### src/cctc_pkg.sv
// shared types and constants of the cycle count to time converter
package cctc_pkg;

	localparam int CYC_W  = 32;
	localparam int MHZ_W  = 10;
	localparam int TOT_W  = 64;
	localparam int SEC_W  = 45;
	localparam int FRAC_W = 10;
	localparam int TICK_W = 55;
	localparam int CNT_W  = $clog2(TOT_W);

	localparam logic [MHZ_W-1:0]  MHZ_RESET = 10'd170;
	localparam logic [FRAC_W:0]   DEC_DIV   = 11'd1000;
	localparam logic [CNT_W-1:0]  LAST_STEP = CNT_W'(TOT_W - 1);

	typedef struct packed {
		logic [CYC_W-1:0] cycle_count;
	} cctc_in_t;

	typedef struct packed {
		logic [TOT_W-1:0]  total_cycles;
		logic [SEC_W-1:0]  seconds;
		logic [FRAC_W-1:0] milliseconds;
		logic [FRAC_W-1:0] microseconds;
		logic [TICK_W-1:0] ms_tick;
		logic [TOT_W-1:0]  total_us;
	} cctc_out_t;

	typedef struct packed {
		logic load;
		logic step;
		logic publish;
	} cctc_cmd_t;

	typedef enum logic [1:0] {
		ST_IDLE,
		ST_RUN,
		ST_FIN
	} cctc_state_t;

endpackage

### src/cctc_ifs.sv
// valid/ready channel interfaces for input and result words
interface cctc_in_if;
	logic               valid;
	logic               ready;
	cctc_pkg::cctc_in_t data;

	modport source (output valid, output data, input ready);
	modport sink   (input valid, input data, output ready);
endinterface

interface cctc_out_if;
	logic                valid;
	logic                ready;
	cctc_pkg::cctc_out_t data;

	modport source (output valid, output data, input ready);
	modport sink   (input valid, input data, output ready);
endinterface

### src/cycle_count_to_time_converter.sv
// top level: cycle counter wrap extension and time split
// Takes 32-bit snapshots of a free-running cycle counter and returns, per
// snapshot, one word with the wrap-extended 64-bit cycle total and the time
// it stands for at the clock set in cpu_mhz (cycles per microsecond; a value
// of 0 counts as 1): total microseconds, whole seconds, milliseconds and
// microseconds within them, and a millisecond tick. A snapshot below the
// previous one counts as one wrap; after reset the previous snapshot is 0.
// Timing: one word is in work at a time. After a word is taken it goes
// through a bit-serial long division of the total by cpu_mhz; the two
// divides by 1000 ride along on the same quotient bits in the same cycles.
// When the division is done, the result word is published once the result
// slot is free or being emptied; only then is a new word taken. The result
// sits in an output register, so the next word is accepted while the last
// result still waits to be taken.
// cpu_mhz is written with cfg_we/cfg_wdata and must only change while no
// word is in work; it resets to 170.
module cycle_count_to_time_converter (
	input  logic                        clk,
	input  logic                        arst_n,
	input  logic                        cfg_we,
	input  logic [cctc_pkg::MHZ_W-1:0]  cfg_wdata,
	cctc_in_if.sink                     sample,
	cctc_out_if.source                  stamp
);

	// command bundle from controller to datapath
	cctc_pkg::cctc_cmd_t cmd;

	// controller: idle / divide / hand-off sequencing and result valid
	cctc_ctrl u_ctrl (
		.clk       (clk),
		.arst_n    (arst_n),
		.in_valid  (sample.valid),
		.in_ready  (sample.ready),
		.out_ready (stamp.ready),
		.out_valid (stamp.valid),
		.cmd       (cmd)
	);

	// datapath: wrap state, clock register, divider chain, result register
	cctc_dp u_dp (
		.clk       (clk),
		.arst_n    (arst_n),
		.cfg_we    (cfg_we),
		.cfg_wdata (cfg_wdata),
		.cmd       (cmd),
		.in_data   (sample.data),
		.out_data  (stamp.data)
	);

endmodule

### src/cctc_ctrl.sv
// controller: sequences load, the 64 divide steps and the result hand-off
module cctc_ctrl (
	input  logic                  clk,
	input  logic                  arst_n,
	input  logic                  in_valid,
	output logic                  in_ready,
	input  logic                  out_ready,
	output logic                  out_valid,
	output cctc_pkg::cctc_cmd_t   cmd
);

	cctc_pkg::cctc_state_t        state_q, state_d;
	logic [cctc_pkg::CNT_W-1:0]   cnt_q, cnt_d;
	logic                         ov_q, ov_d;

	always_ff @(posedge clk or negedge arst_n) begin
		if (!arst_n) begin
			state_q <= cctc_pkg::ST_IDLE;
			cnt_q   <= '0;
			ov_q    <= 1'b0;
		end else begin
			state_q <= state_d;
			cnt_q   <= cnt_d;
			ov_q    <= ov_d;
		end
	end

	always_comb begin
		state_d     = state_q;
		cnt_d       = cnt_q;
		cmd.load    = 1'b0;
		cmd.step    = 1'b0;
		cmd.publish = 1'b0;
		in_ready    = 1'b0;
		unique case (state_q)
			cctc_pkg::ST_IDLE: begin
				in_ready = 1'b1;
				if (in_valid) begin
					cmd.load = 1'b1;
					cnt_d    = '0;
					state_d  = cctc_pkg::ST_RUN;
				end
			end
			cctc_pkg::ST_RUN: begin
				cmd.step = 1'b1;
				cnt_d    = cnt_q + 1'b1;
				if (cnt_q == cctc_pkg::LAST_STEP) begin
					state_d = cctc_pkg::ST_FIN;
				end
			end
			cctc_pkg::ST_FIN: begin
				// output slot free or being emptied this cycle
				if (!ov_q || out_ready) begin
					cmd.publish = 1'b1;
					state_d     = cctc_pkg::ST_IDLE;
				end
			end
			default: begin
				state_d = cctc_pkg::ST_IDLE;
			end
		endcase
	end

	always_comb begin
		if (cmd.publish) begin
			ov_d = 1'b1;
		end else if (out_ready) begin
			ov_d = 1'b0;
		end else begin
			ov_d = ov_q;
		end
	end

	assign out_valid = ov_q;

endmodule

### src/cctc_dp.sv
// datapath: wrap extension, bit-serial divide by clock and cascaded divides by 1000
module cctc_dp (
	input  logic                          clk,
	input  logic                          arst_n,
	input  logic                          cfg_we,
	input  logic [cctc_pkg::MHZ_W-1:0]    cfg_wdata,
	input  cctc_pkg::cctc_cmd_t           cmd,
	input  cctc_pkg::cctc_in_t            in_data,
	output cctc_pkg::cctc_out_t           out_data
);

	logic [cctc_pkg::MHZ_W-1:0]  mhz_q;
	logic [cctc_pkg::CYC_W-1:0]  prev_q;
	logic [cctc_pkg::CYC_W-1:0]  wrap_q;
	logic [cctc_pkg::CYC_W-1:0]  wrap_next;
	logic [cctc_pkg::TOT_W-1:0]  tot_q;
	logic [cctc_pkg::TOT_W-1:0]  div_q;
	logic [cctc_pkg::FRAC_W-1:0] ra_q, rb_q, rc_q;
	logic [cctc_pkg::TICK_W-1:0] qb_q;
	logic [cctc_pkg::SEC_W-1:0]  qc_q;
	cctc_pkg::cctc_out_t         out_q;

	logic [cctc_pkg::MHZ_W-1:0]  f;
	logic [cctc_pkg::MHZ_W:0]    ta, tb, tc, na, nb, nc;
	logic                        ga, gb, gc;

	// zero clock setting divides by one
	assign f = (mhz_q == '0) ? cctc_pkg::MHZ_W'(1) : mhz_q;

	assign wrap_next = (in_data.cycle_count < prev_q) ? wrap_q + 1'b1 : wrap_q;

	// stage a: total / f, one quotient bit per step
	always_comb begin
		ta = {ra_q, div_q[cctc_pkg::TOT_W-1]};
		ga = (ta >= {1'b0, f});
		na = ga ? ta - {1'b0, f} : ta;
		// stage b: quotient bits of a divided by 1000
		tb = {rb_q, ga};
		gb = (tb >= cctc_pkg::DEC_DIV);
		nb = gb ? tb - cctc_pkg::DEC_DIV : tb;
		// stage c: quotient bits of b divided by 1000
		tc = {rc_q, gb};
		gc = (tc >= cctc_pkg::DEC_DIV);
		nc = gc ? tc - cctc_pkg::DEC_DIV : tc;
	end

	always_ff @(posedge clk or negedge arst_n) begin
		if (!arst_n) begin
			mhz_q  <= cctc_pkg::MHZ_RESET;
			prev_q <= '0;
			wrap_q <= '0;
		end else begin
			if (cfg_we) begin
				mhz_q <= cfg_wdata;
			end
			if (cmd.load) begin
				prev_q <= in_data.cycle_count;
				wrap_q <= wrap_next;
			end
		end
	end

	always_ff @(posedge clk) begin
		if (cmd.load) begin
			tot_q <= {wrap_next, in_data.cycle_count};
			div_q <= {wrap_next, in_data.cycle_count};
			ra_q  <= '0;
			rb_q  <= '0;
			rc_q  <= '0;
			qb_q  <= '0;
			qc_q  <= '0;
		end else if (cmd.step) begin
			div_q <= {div_q[cctc_pkg::TOT_W-2:0], ga};
			ra_q  <= na[cctc_pkg::FRAC_W-1:0];
			rb_q  <= nb[cctc_pkg::FRAC_W-1:0];
			rc_q  <= nc[cctc_pkg::FRAC_W-1:0];
			qb_q  <= {qb_q[cctc_pkg::TICK_W-2:0], gb};
			qc_q  <= {qc_q[cctc_pkg::SEC_W-2:0], gc};
		end
		if (cmd.publish) begin
			out_q.total_cycles <= tot_q;
			out_q.seconds      <= qc_q;
			out_q.milliseconds <= rc_q;
			out_q.microseconds <= rb_q;
			out_q.ms_tick      <= qb_q;
			out_q.total_us     <= div_q;
		end
	end

	assign out_data = out_q;

endmodule

### src/flat_wrapper.sv
// flat-port wrapper written by rule: the top's interface ports become plain ports
module cycle_count_to_time_converter_flat 
  (clk, arst_n, cfg_we, cfg_wdata, sample_valid, sample_data, sample_ready, stamp_valid, stamp_data, stamp_ready);
  cctc_in_if sample_i ();
  cctc_out_if stamp_i ();
  input  logic clk;
  input  logic arst_n;
  input  logic cfg_we;
  input  logic [cctc_pkg::MHZ_W-1:0] cfg_wdata;
  input wire logic [$bits(sample_i.valid)-1:0] sample_valid;
  input wire logic [$bits(sample_i.data)-1:0] sample_data;
  output wire logic [$bits(sample_i.ready)-1:0] sample_ready;
  output wire logic [$bits(stamp_i.valid)-1:0] stamp_valid;
  output wire logic [$bits(stamp_i.data)-1:0] stamp_data;
  input wire logic [$bits(stamp_i.ready)-1:0] stamp_ready;
  assign sample_i.valid = sample_valid;
  assign sample_i.data = sample_data;
  assign sample_ready = sample_i.ready;
  assign stamp_valid = stamp_i.valid;
  assign stamp_data = stamp_i.data;
  assign stamp_i.ready = stamp_ready;
  cycle_count_to_time_converter u_core (.clk(clk), .arst_n(arst_n), .cfg_we(cfg_we), .cfg_wdata(cfg_wdata), .sample(sample_i), .stamp(stamp_i));
endmodule
### config.mk
export PLATFORM = sky130hd
export DESIGN_NAME = cycle_count_to_time_converter_flat
export DESIGN_NICKNAME = d
export VERILOG_FILES = /design/src/cctc_pkg.sv /design/src/cctc_ifs.sv /design/src/cycle_count_to_time_converter.sv /design/src/cctc_ctrl.sv /design/src/cctc_dp.sv /design/src/flat_wrapper.sv
export SDC_FILE = /design/constraint.sdc
export NUM_CORES = 1
export LEC_CHECK = 0
export ABC_AREA = 0
export BUFFER_PORTS_ARGS = -buffer_cell sky130_fd_sc_hd__buf_2
export CORE_MARGIN = 5
export CORE_UTILIZATION = 55
export DETAILED_ROUTE_END_ITERATION = 7
export PLACE_DENSITY = 0.86
export SETUP_SLACK_MARGIN = 0.05
export SYNTH_ARGS = -nofsm -noshare
export SYNTH_HDL_FRONTEND = slang
export SYNTH_SLANG_ARGS = --single-unit
### constraint.sdc
create_clock -name clk -period 17.6 [get_ports clk]
set_input_delay 1.76 -clock clk [delete_from_list [all_inputs] [get_ports clk]]
set_output_delay 1.76 -clock clk [all_outputs]
set_load 0.1 [all_outputs]
# Word-level counts from Yosys, hierarchy flattened
# Cells that the tools add are included.
dict set report totals {
  ff_bits 589
  in_bits 47
  output_inout_bits 250
  wordCells 64
}
dict set report op_classes {
  addsub 5
  n_lt_le_gt_ge 4
  n_eq_ne 6
  n_mux 21
  n_reduce_logical 9
}
# op n
set ops {}
lappend ops {{2-to-1 mux 64 bit} 2}
lappend ops {{2-to-1 mux 10 bit} 4}
lappend ops {{adder 32 x 1 -> 32 bit, second input constant} 1}
lappend ops {{less-than comparator 32 bit} 1}
lappend ops {{2-to-1 mux 32 bit} 1}
lappend ops {{>= comparator 11 x 10 -> 1 bit, second input constant} 2}
lappend ops {{subtractor 10 bit, second input constant} 2}
lappend ops {{case mux 6 bit (2 select lines)} 1}
lappend ops {{>= comparator 11 x 10 -> 1 bit} 1}
lappend ops {{zero test 10 bit} 1}
lappend ops {{subtractor 10 bit} 1}
lappend ops {{2-to-1 mux 1 bit} 8}
lappend ops {{adder 6 x 1 -> 6 bit, second input constant} 1}
lappend ops {{equality test 6 bit, second input constant} 1}
lappend ops {{2-to-1 mux 2 bit} 3}
lappend ops {{2-to-1 mux 6 bit} 1}
lappend ops {{inequality test 2 bit, second input constant} 3}
lappend ops {{case mux 2 bit (3 select lines)} 1}
lappend ops {{nonzero test 2 bit} 3}
lappend ops {{AND reduction 3 bit} 1}
lappend ops {{equality test 2 x 1 -> 1 bit, second input constant} 1}
lappend ops {{equality test 2 bit, second input constant} 1}
lappend ops {{zero test 2 bit} 1}
lappend ops {{AND reduction 2 bit} 1}
lappend ops {{2 further kinds} 2}

# Logic depth before layout (Yosys ltp)
dict set report logic_depth {
  word_depth 6
  depth_mapped 11
  depth_no_buf 11
}

# By module
# Synthesis repeated with hierarchy kept, for this count alone.
dict set report unflattened {
  cells_unflattened 1650
  hier_area_um2 22589.2
}
# mod instances cells_per_inst area_per_inst_um2 seq_area_each_um2
set by_module_without_submodules {}
lappend by_module_without_submodules {cctc_dp 1 1606 22110.0 15600.0}
lappend by_module_without_submodules {cctc_ctrl 1 44 479.2 225.2}

# Worst setup path before layout
# Ideal clock, no wire load.
dict set report synth_timing {
  kind {in2reg}
  startpoint {input stamp_ready}
  endpoint {register u_core.u_dp.out_q, in the netlist u_core.u_dp.out_data[0], enable pin}
  setup_time_ns 0.885
  arrival_ns 12.598
  required_time_ns 16.715
  setup_slack_ns 4.117
  cell_stages 2
  n_path_buf 0
  path_cell_list {nand2b_1 > nor2b_1}
}
# item line
set synth_lines {}
lappend synth_lines {{from (decl)} flat_wrapper.sv:15} ;# input wire logic [$bits(stamp_i.ready)-1:0] stamp_ready;
lappend synth_lines {{to (decl)} cctc_dp.sv:21} ;# cctc_pkg::cctc_out_t out_q;

# Worst setup path in the final report
dict set report layout_timing {
  startpoint {input sample_data[26]}
  endpoint {register u_core.u_dp.div_q[33] in the netlist's numbering, data pin}
}
dict set report layout_between {
  elab_chain_cells 3
}
# item line
set layout_rtl {}
lappend layout_rtl {{from (decl)} flat_wrapper.sv:11} ;# input wire logic [$bits(sample_i.data)-1:0] sample_data;
lappend layout_rtl {{less-than comparator 32 bit} cctc_dp.sv:30} ;# assign wrap_next = (in_data.cycle_count < prev_q) ? wrap_q + 1'b1 : wrap_q;
lappend layout_rtl {{2-to-1 mux 32 bit} cctc_dp.sv:30}
lappend layout_rtl {{via u_core.u_dp.wrap_next (one bit)} cctc_dp.sv:15} ;# logic [cctc_pkg::CYC_W-1:0] wrap_next;
lappend layout_rtl {{2-to-1 mux 64 bit} cctc_dp.sv:64} ;# if (cmd.load) begin
lappend layout_rtl {{to (signal assigned)} cctc_dp.sv:66} ;# div_q <= {wrap_next, in_data.cycle_count};
lappend layout_rtl {{to (signal assigned)} cctc_dp.sv:73} ;# div_q <= {div_q[cctc_pkg::TOT_W-2:0], ga};
lappend layout_rtl {{to (decl)} cctc_dp.sv:17} ;# logic [cctc_pkg::TOT_W-1:0] div_q;
# The timed path passes the listed nets, and every way through them passes these cells.
# A chain may end at the register's enable or synchronous reset.

==> results.py <==
metrics = {
    "outcome": {
        "outcome": "completed",
    },
    "floorplanning": {
        "initial_core_util_pct": 55.4,
        "core_region_area_um2": 39500,
        "dieWidth_um": 210,
        "die_h_um": 210,
        "row_count": 73,
        "ios": 297,
        "die_area_um2": 43900,
    },
    "power_and_ir_drop": {
        "power_density_nw_per_um2": 155,
        "irDropWorstVdd_v": 0.000116,
        "cellLeakagePower_nw": 10.5,
        "total_power_mw": 4.03,
    },
    "detailed_routing": {
        "drc": 0,
        "drtPass1Iterations": 6,
        "wl_per_cell_um": 18.9,
        "routed_via_density": 5.59,
        "via_count": 14215,
        "ant_nets": 0,
        "drt-total-wl_um": 48000,
        "initialDrtViolationCount": 968,
    },
    "logic_synthesis": {
        "syn_inst": 1679,
        "synth_area_um2": 21900,
        "ys_seq_elements": 583,
        "syn-num-nets": 1772,
        "ys.flop_type": "edfxtp_1",
        "yosysTopAreaCell": "edfxtp_1",
        "ys_warn_count": 0,
        "yosysUniqueCellTypes": 67,
        "synth.area.top_cells": "edfxtp_1 (51%), dfxtp_1 (12%), dfrtp_1 (9.0%)",
        "synth_async_sr_flop_share_pct": 14.2,
        "yosysSeqAreaShare_pct": 72.2,
        "syn_avg_cell_area_um2": 13.1,
        "synth_edf_count": 373,
        "synth.top_cell.area_share_pct": 51.1,
    },
    "timing": {
        "fin_crit_ns": 4.29,
        "fin_tns_setup_ns": 0,
        "rsz0062_at_grt": "false",
        "fin_skew_ns": 0.0178,
        "setup_viol": 0,
        "timing.final.crit_share_pct": 24.4,
        "hold_violations": 0,
        "relSlewSlack_pct": 32.0,
        "timing.hold.ws_ns": 0.417,
        "clock.fmax_mhz": 233,
        "worstMarginPinSlew_ns": 1.02,
        "maxSlewViolCount": 0,
    },
    "grt": {
        "grt_max_degree": 183,
        "antenna_found_initial": 0,
        "grt_usage_pct": 21.6,
        "grt_pass1_vias": 14276,
        "overflow": 0,
        "grt_pass1_wl_um": 76500,
    },
    "job": {
        "maxCapViolCount": 0,
    },
    "clocking": {
        "htree_levels": 2,
        "postCtsHoldBufs": 0,
        "clock_path_buffers": 3,
        "cts_setup_buffers": 0,
        "cts_resized": 0,
        "cts_root_buf": "clkbuf_16",
        "numCtsBuffers": 57,
        "cts_tree": "done",
        "clock_latency_ns": 0.60,
        "cts.clk_slew.worst_paths_ns": 0.06,
        "numClockSinks": 583,
    },
    "place": {
        "dp_cells": 2437,
        "port_buffers": 296,
        "hpwlAfterDp_um": 31100,
        "place_congestion": 0.863,
    },
    "setup_path": {
        "path_max_fanout": 26,
        "ff2ff_path_depth": 10,
        "cp_data_required_time_ns": 17.96,
        "r2r-end": "u_core.u_dp.qc_q[0]",
        "arrival_ns": 4.65,
        "timing.reg2reg.setup_slack_ns": 14.01,
        "reg2reg_from": "u_core.u_dp.mhz_q[4]",
        "endpoint_kind": "register",
        "setup.worst_path.class": "primary input to register",
        "crit_path_start_kind": "primary input",
    },
    "min_path": {
        "hold_class": "register to register",
        "hold_depth": 0,
        "min_to": "u_core.u_dp.out_data[230]",
        "min_from": "u_core.u_dp.tot_q[46]",
    },
    "final_layout": {
        "final_nets": 2064,
        "synthToLayoutAreaGrowth_pct": 18.4,
        "drive_gt1_share_pct": 23.0,
        "layout.cells.non_filler": 2544,
        "antenna_cells": 0,
    },
}
where the power goes:
part | switching (mW) | internal [mW]
clock | 0.523 | 0.788
sequential | 0.199 | 1.82
combinational | 0.424 | 0.276
cells in the mapped netlist (6+ instances only):
master	instances
edfxtp_1	373
nand2_1	368
o21ai_0	180
dfxtp_1	127
dfrtp_1	79
clkbuf_1	63
inv_1	56
xor2_1	48
ha_1	45
nor3_1	35
nor2_1	32
mux2_2	29
nand3_1	29
xnor2_1	21
a21oi_1	20
nand4_1	20
and3_1	13
nor4_1	13
a31oi_1	9
buf_2	6
nor2b_1	6
o211ai_1	6
or3_1	6
cell families (layout without fill, tap and decap cells):
logic type / Yosys count / after routing / synth area share, %
flip-flops: 583 / 583 / 72.2
AND/OR/NAND/NOR: 552 / 552 / 11.2
XOR/XNOR: 69 / 69 / 2.76
multiplexers: 34 / 34 / 1.72
adder cells (fa/ha/maj): 46 / 46 / 2.66
AO/OA/AOI/OAI: 262 / 262 / 6.98
buffers and inverters: 133 / 473 / 2.48
registers in the layout (all words and copies together), names as in the netlist:
register	count
u_core.u_ctrl.out_valid	1
u_core.u_dp.out_data	245
u_core.u_ctrl.state_q	2
u_core.u_dp.mhz_q	10
u_core.u_dp.ra_q	10
u_core.u_dp.div_q	64
u_core.u_ctrl.cnt_q	6
u_core.u_dp.wrap_q	32
u_core.u_dp.rb_q	10
u_core.u_dp.tot_q	64
u_core.u_dp.rc_q	10
u_core.u_dp.prev_q	32
u_core.u_dp.qc_q	45
u_core.u_dp.qb_q	52
through the flow:
stage / util (%) / worst slack [ns] / area, µm²
finish: 65.6 / 13.31 / 25900
global route: 65.6 / 13.19 / 25900
CTS: 65.6 / 13.31 / 25900
detailed placement: 60.4 / 12.70 / 23900
global placement: 60.4 / 12.78 / 23900
floorplan: - / 4.12 / 21900
cell type report:
type	instances	area, µm²
clock inverters	34	444
repair buffers	310	1600
well taps	525	657
clock buffers	73	1620
fillers	2666	13600
flip-flops and latches	583	15800
multi-input cells	963	5580
inverters	56	219
layout by cell type (no fill, tap or decap), drive strengths merged, types with 6 or more instances in the layout:
cell,n
nor2,32
dfxtp,127
dfrtp,79
nand2,368
buf,310
o21ai,181
ha,45
bufinv,9
o211ai,6
clkbuf,73
nand4,20
inv,62
edfxtp,373
a31oi,10
nand3,29
clkinv,16
nor2b,6
xor2,48
xnor2,21
or3,6
nor4,15
and3,13
a21oi,21
nor3,39
mux2,29
worst max-delay path, cell delays in order:
cell,delay (ns)
buf_2,0.12
ha_1,0.33
nand4_1,0.19
nor4_1,0.12
a221oi_1,0.43
a21oi_2,0.11
buf_4,0.24
nor2_1,0.64
mux2_2,0.42
mux2_2,0.26
per-layer routing:
metal  track usage (%)  wire, µm  vias to the layer above
li1                  -         -                     6570
met1              27.5     18800                     7003
met2              36.1     23800                      539
met3              5.98      4150                      103
met4              7.20      1330                        0
met5                 0         0                        -
how the worst max path moves through the flow:
stage / from / endpoint / slack, ns / depth (start not counted)
2_1_floorplan: stamp_ready / u_core.u_dp.out_data[0] / 4.12 / 2
3_3_place_gp: sample_data[19] / u_core.u_dp.div_q[33] / 12.78 / 10
3_5_place_dp: sample_data[26] / u_core.u_dp.div_q[33] / 12.70 / 10
4_1_cts: sample_data[26] / u_core.u_dp.div_q[33] / 13.31 / 10
5_1_grt: sample_data[26] / u_core.u_dp.div_q[33] / 13.19 / 10
6_report: sample_data[26] / u_core.u_dp.div_q[33] / 13.31 / 10
(Power assumes the default switching activity.)
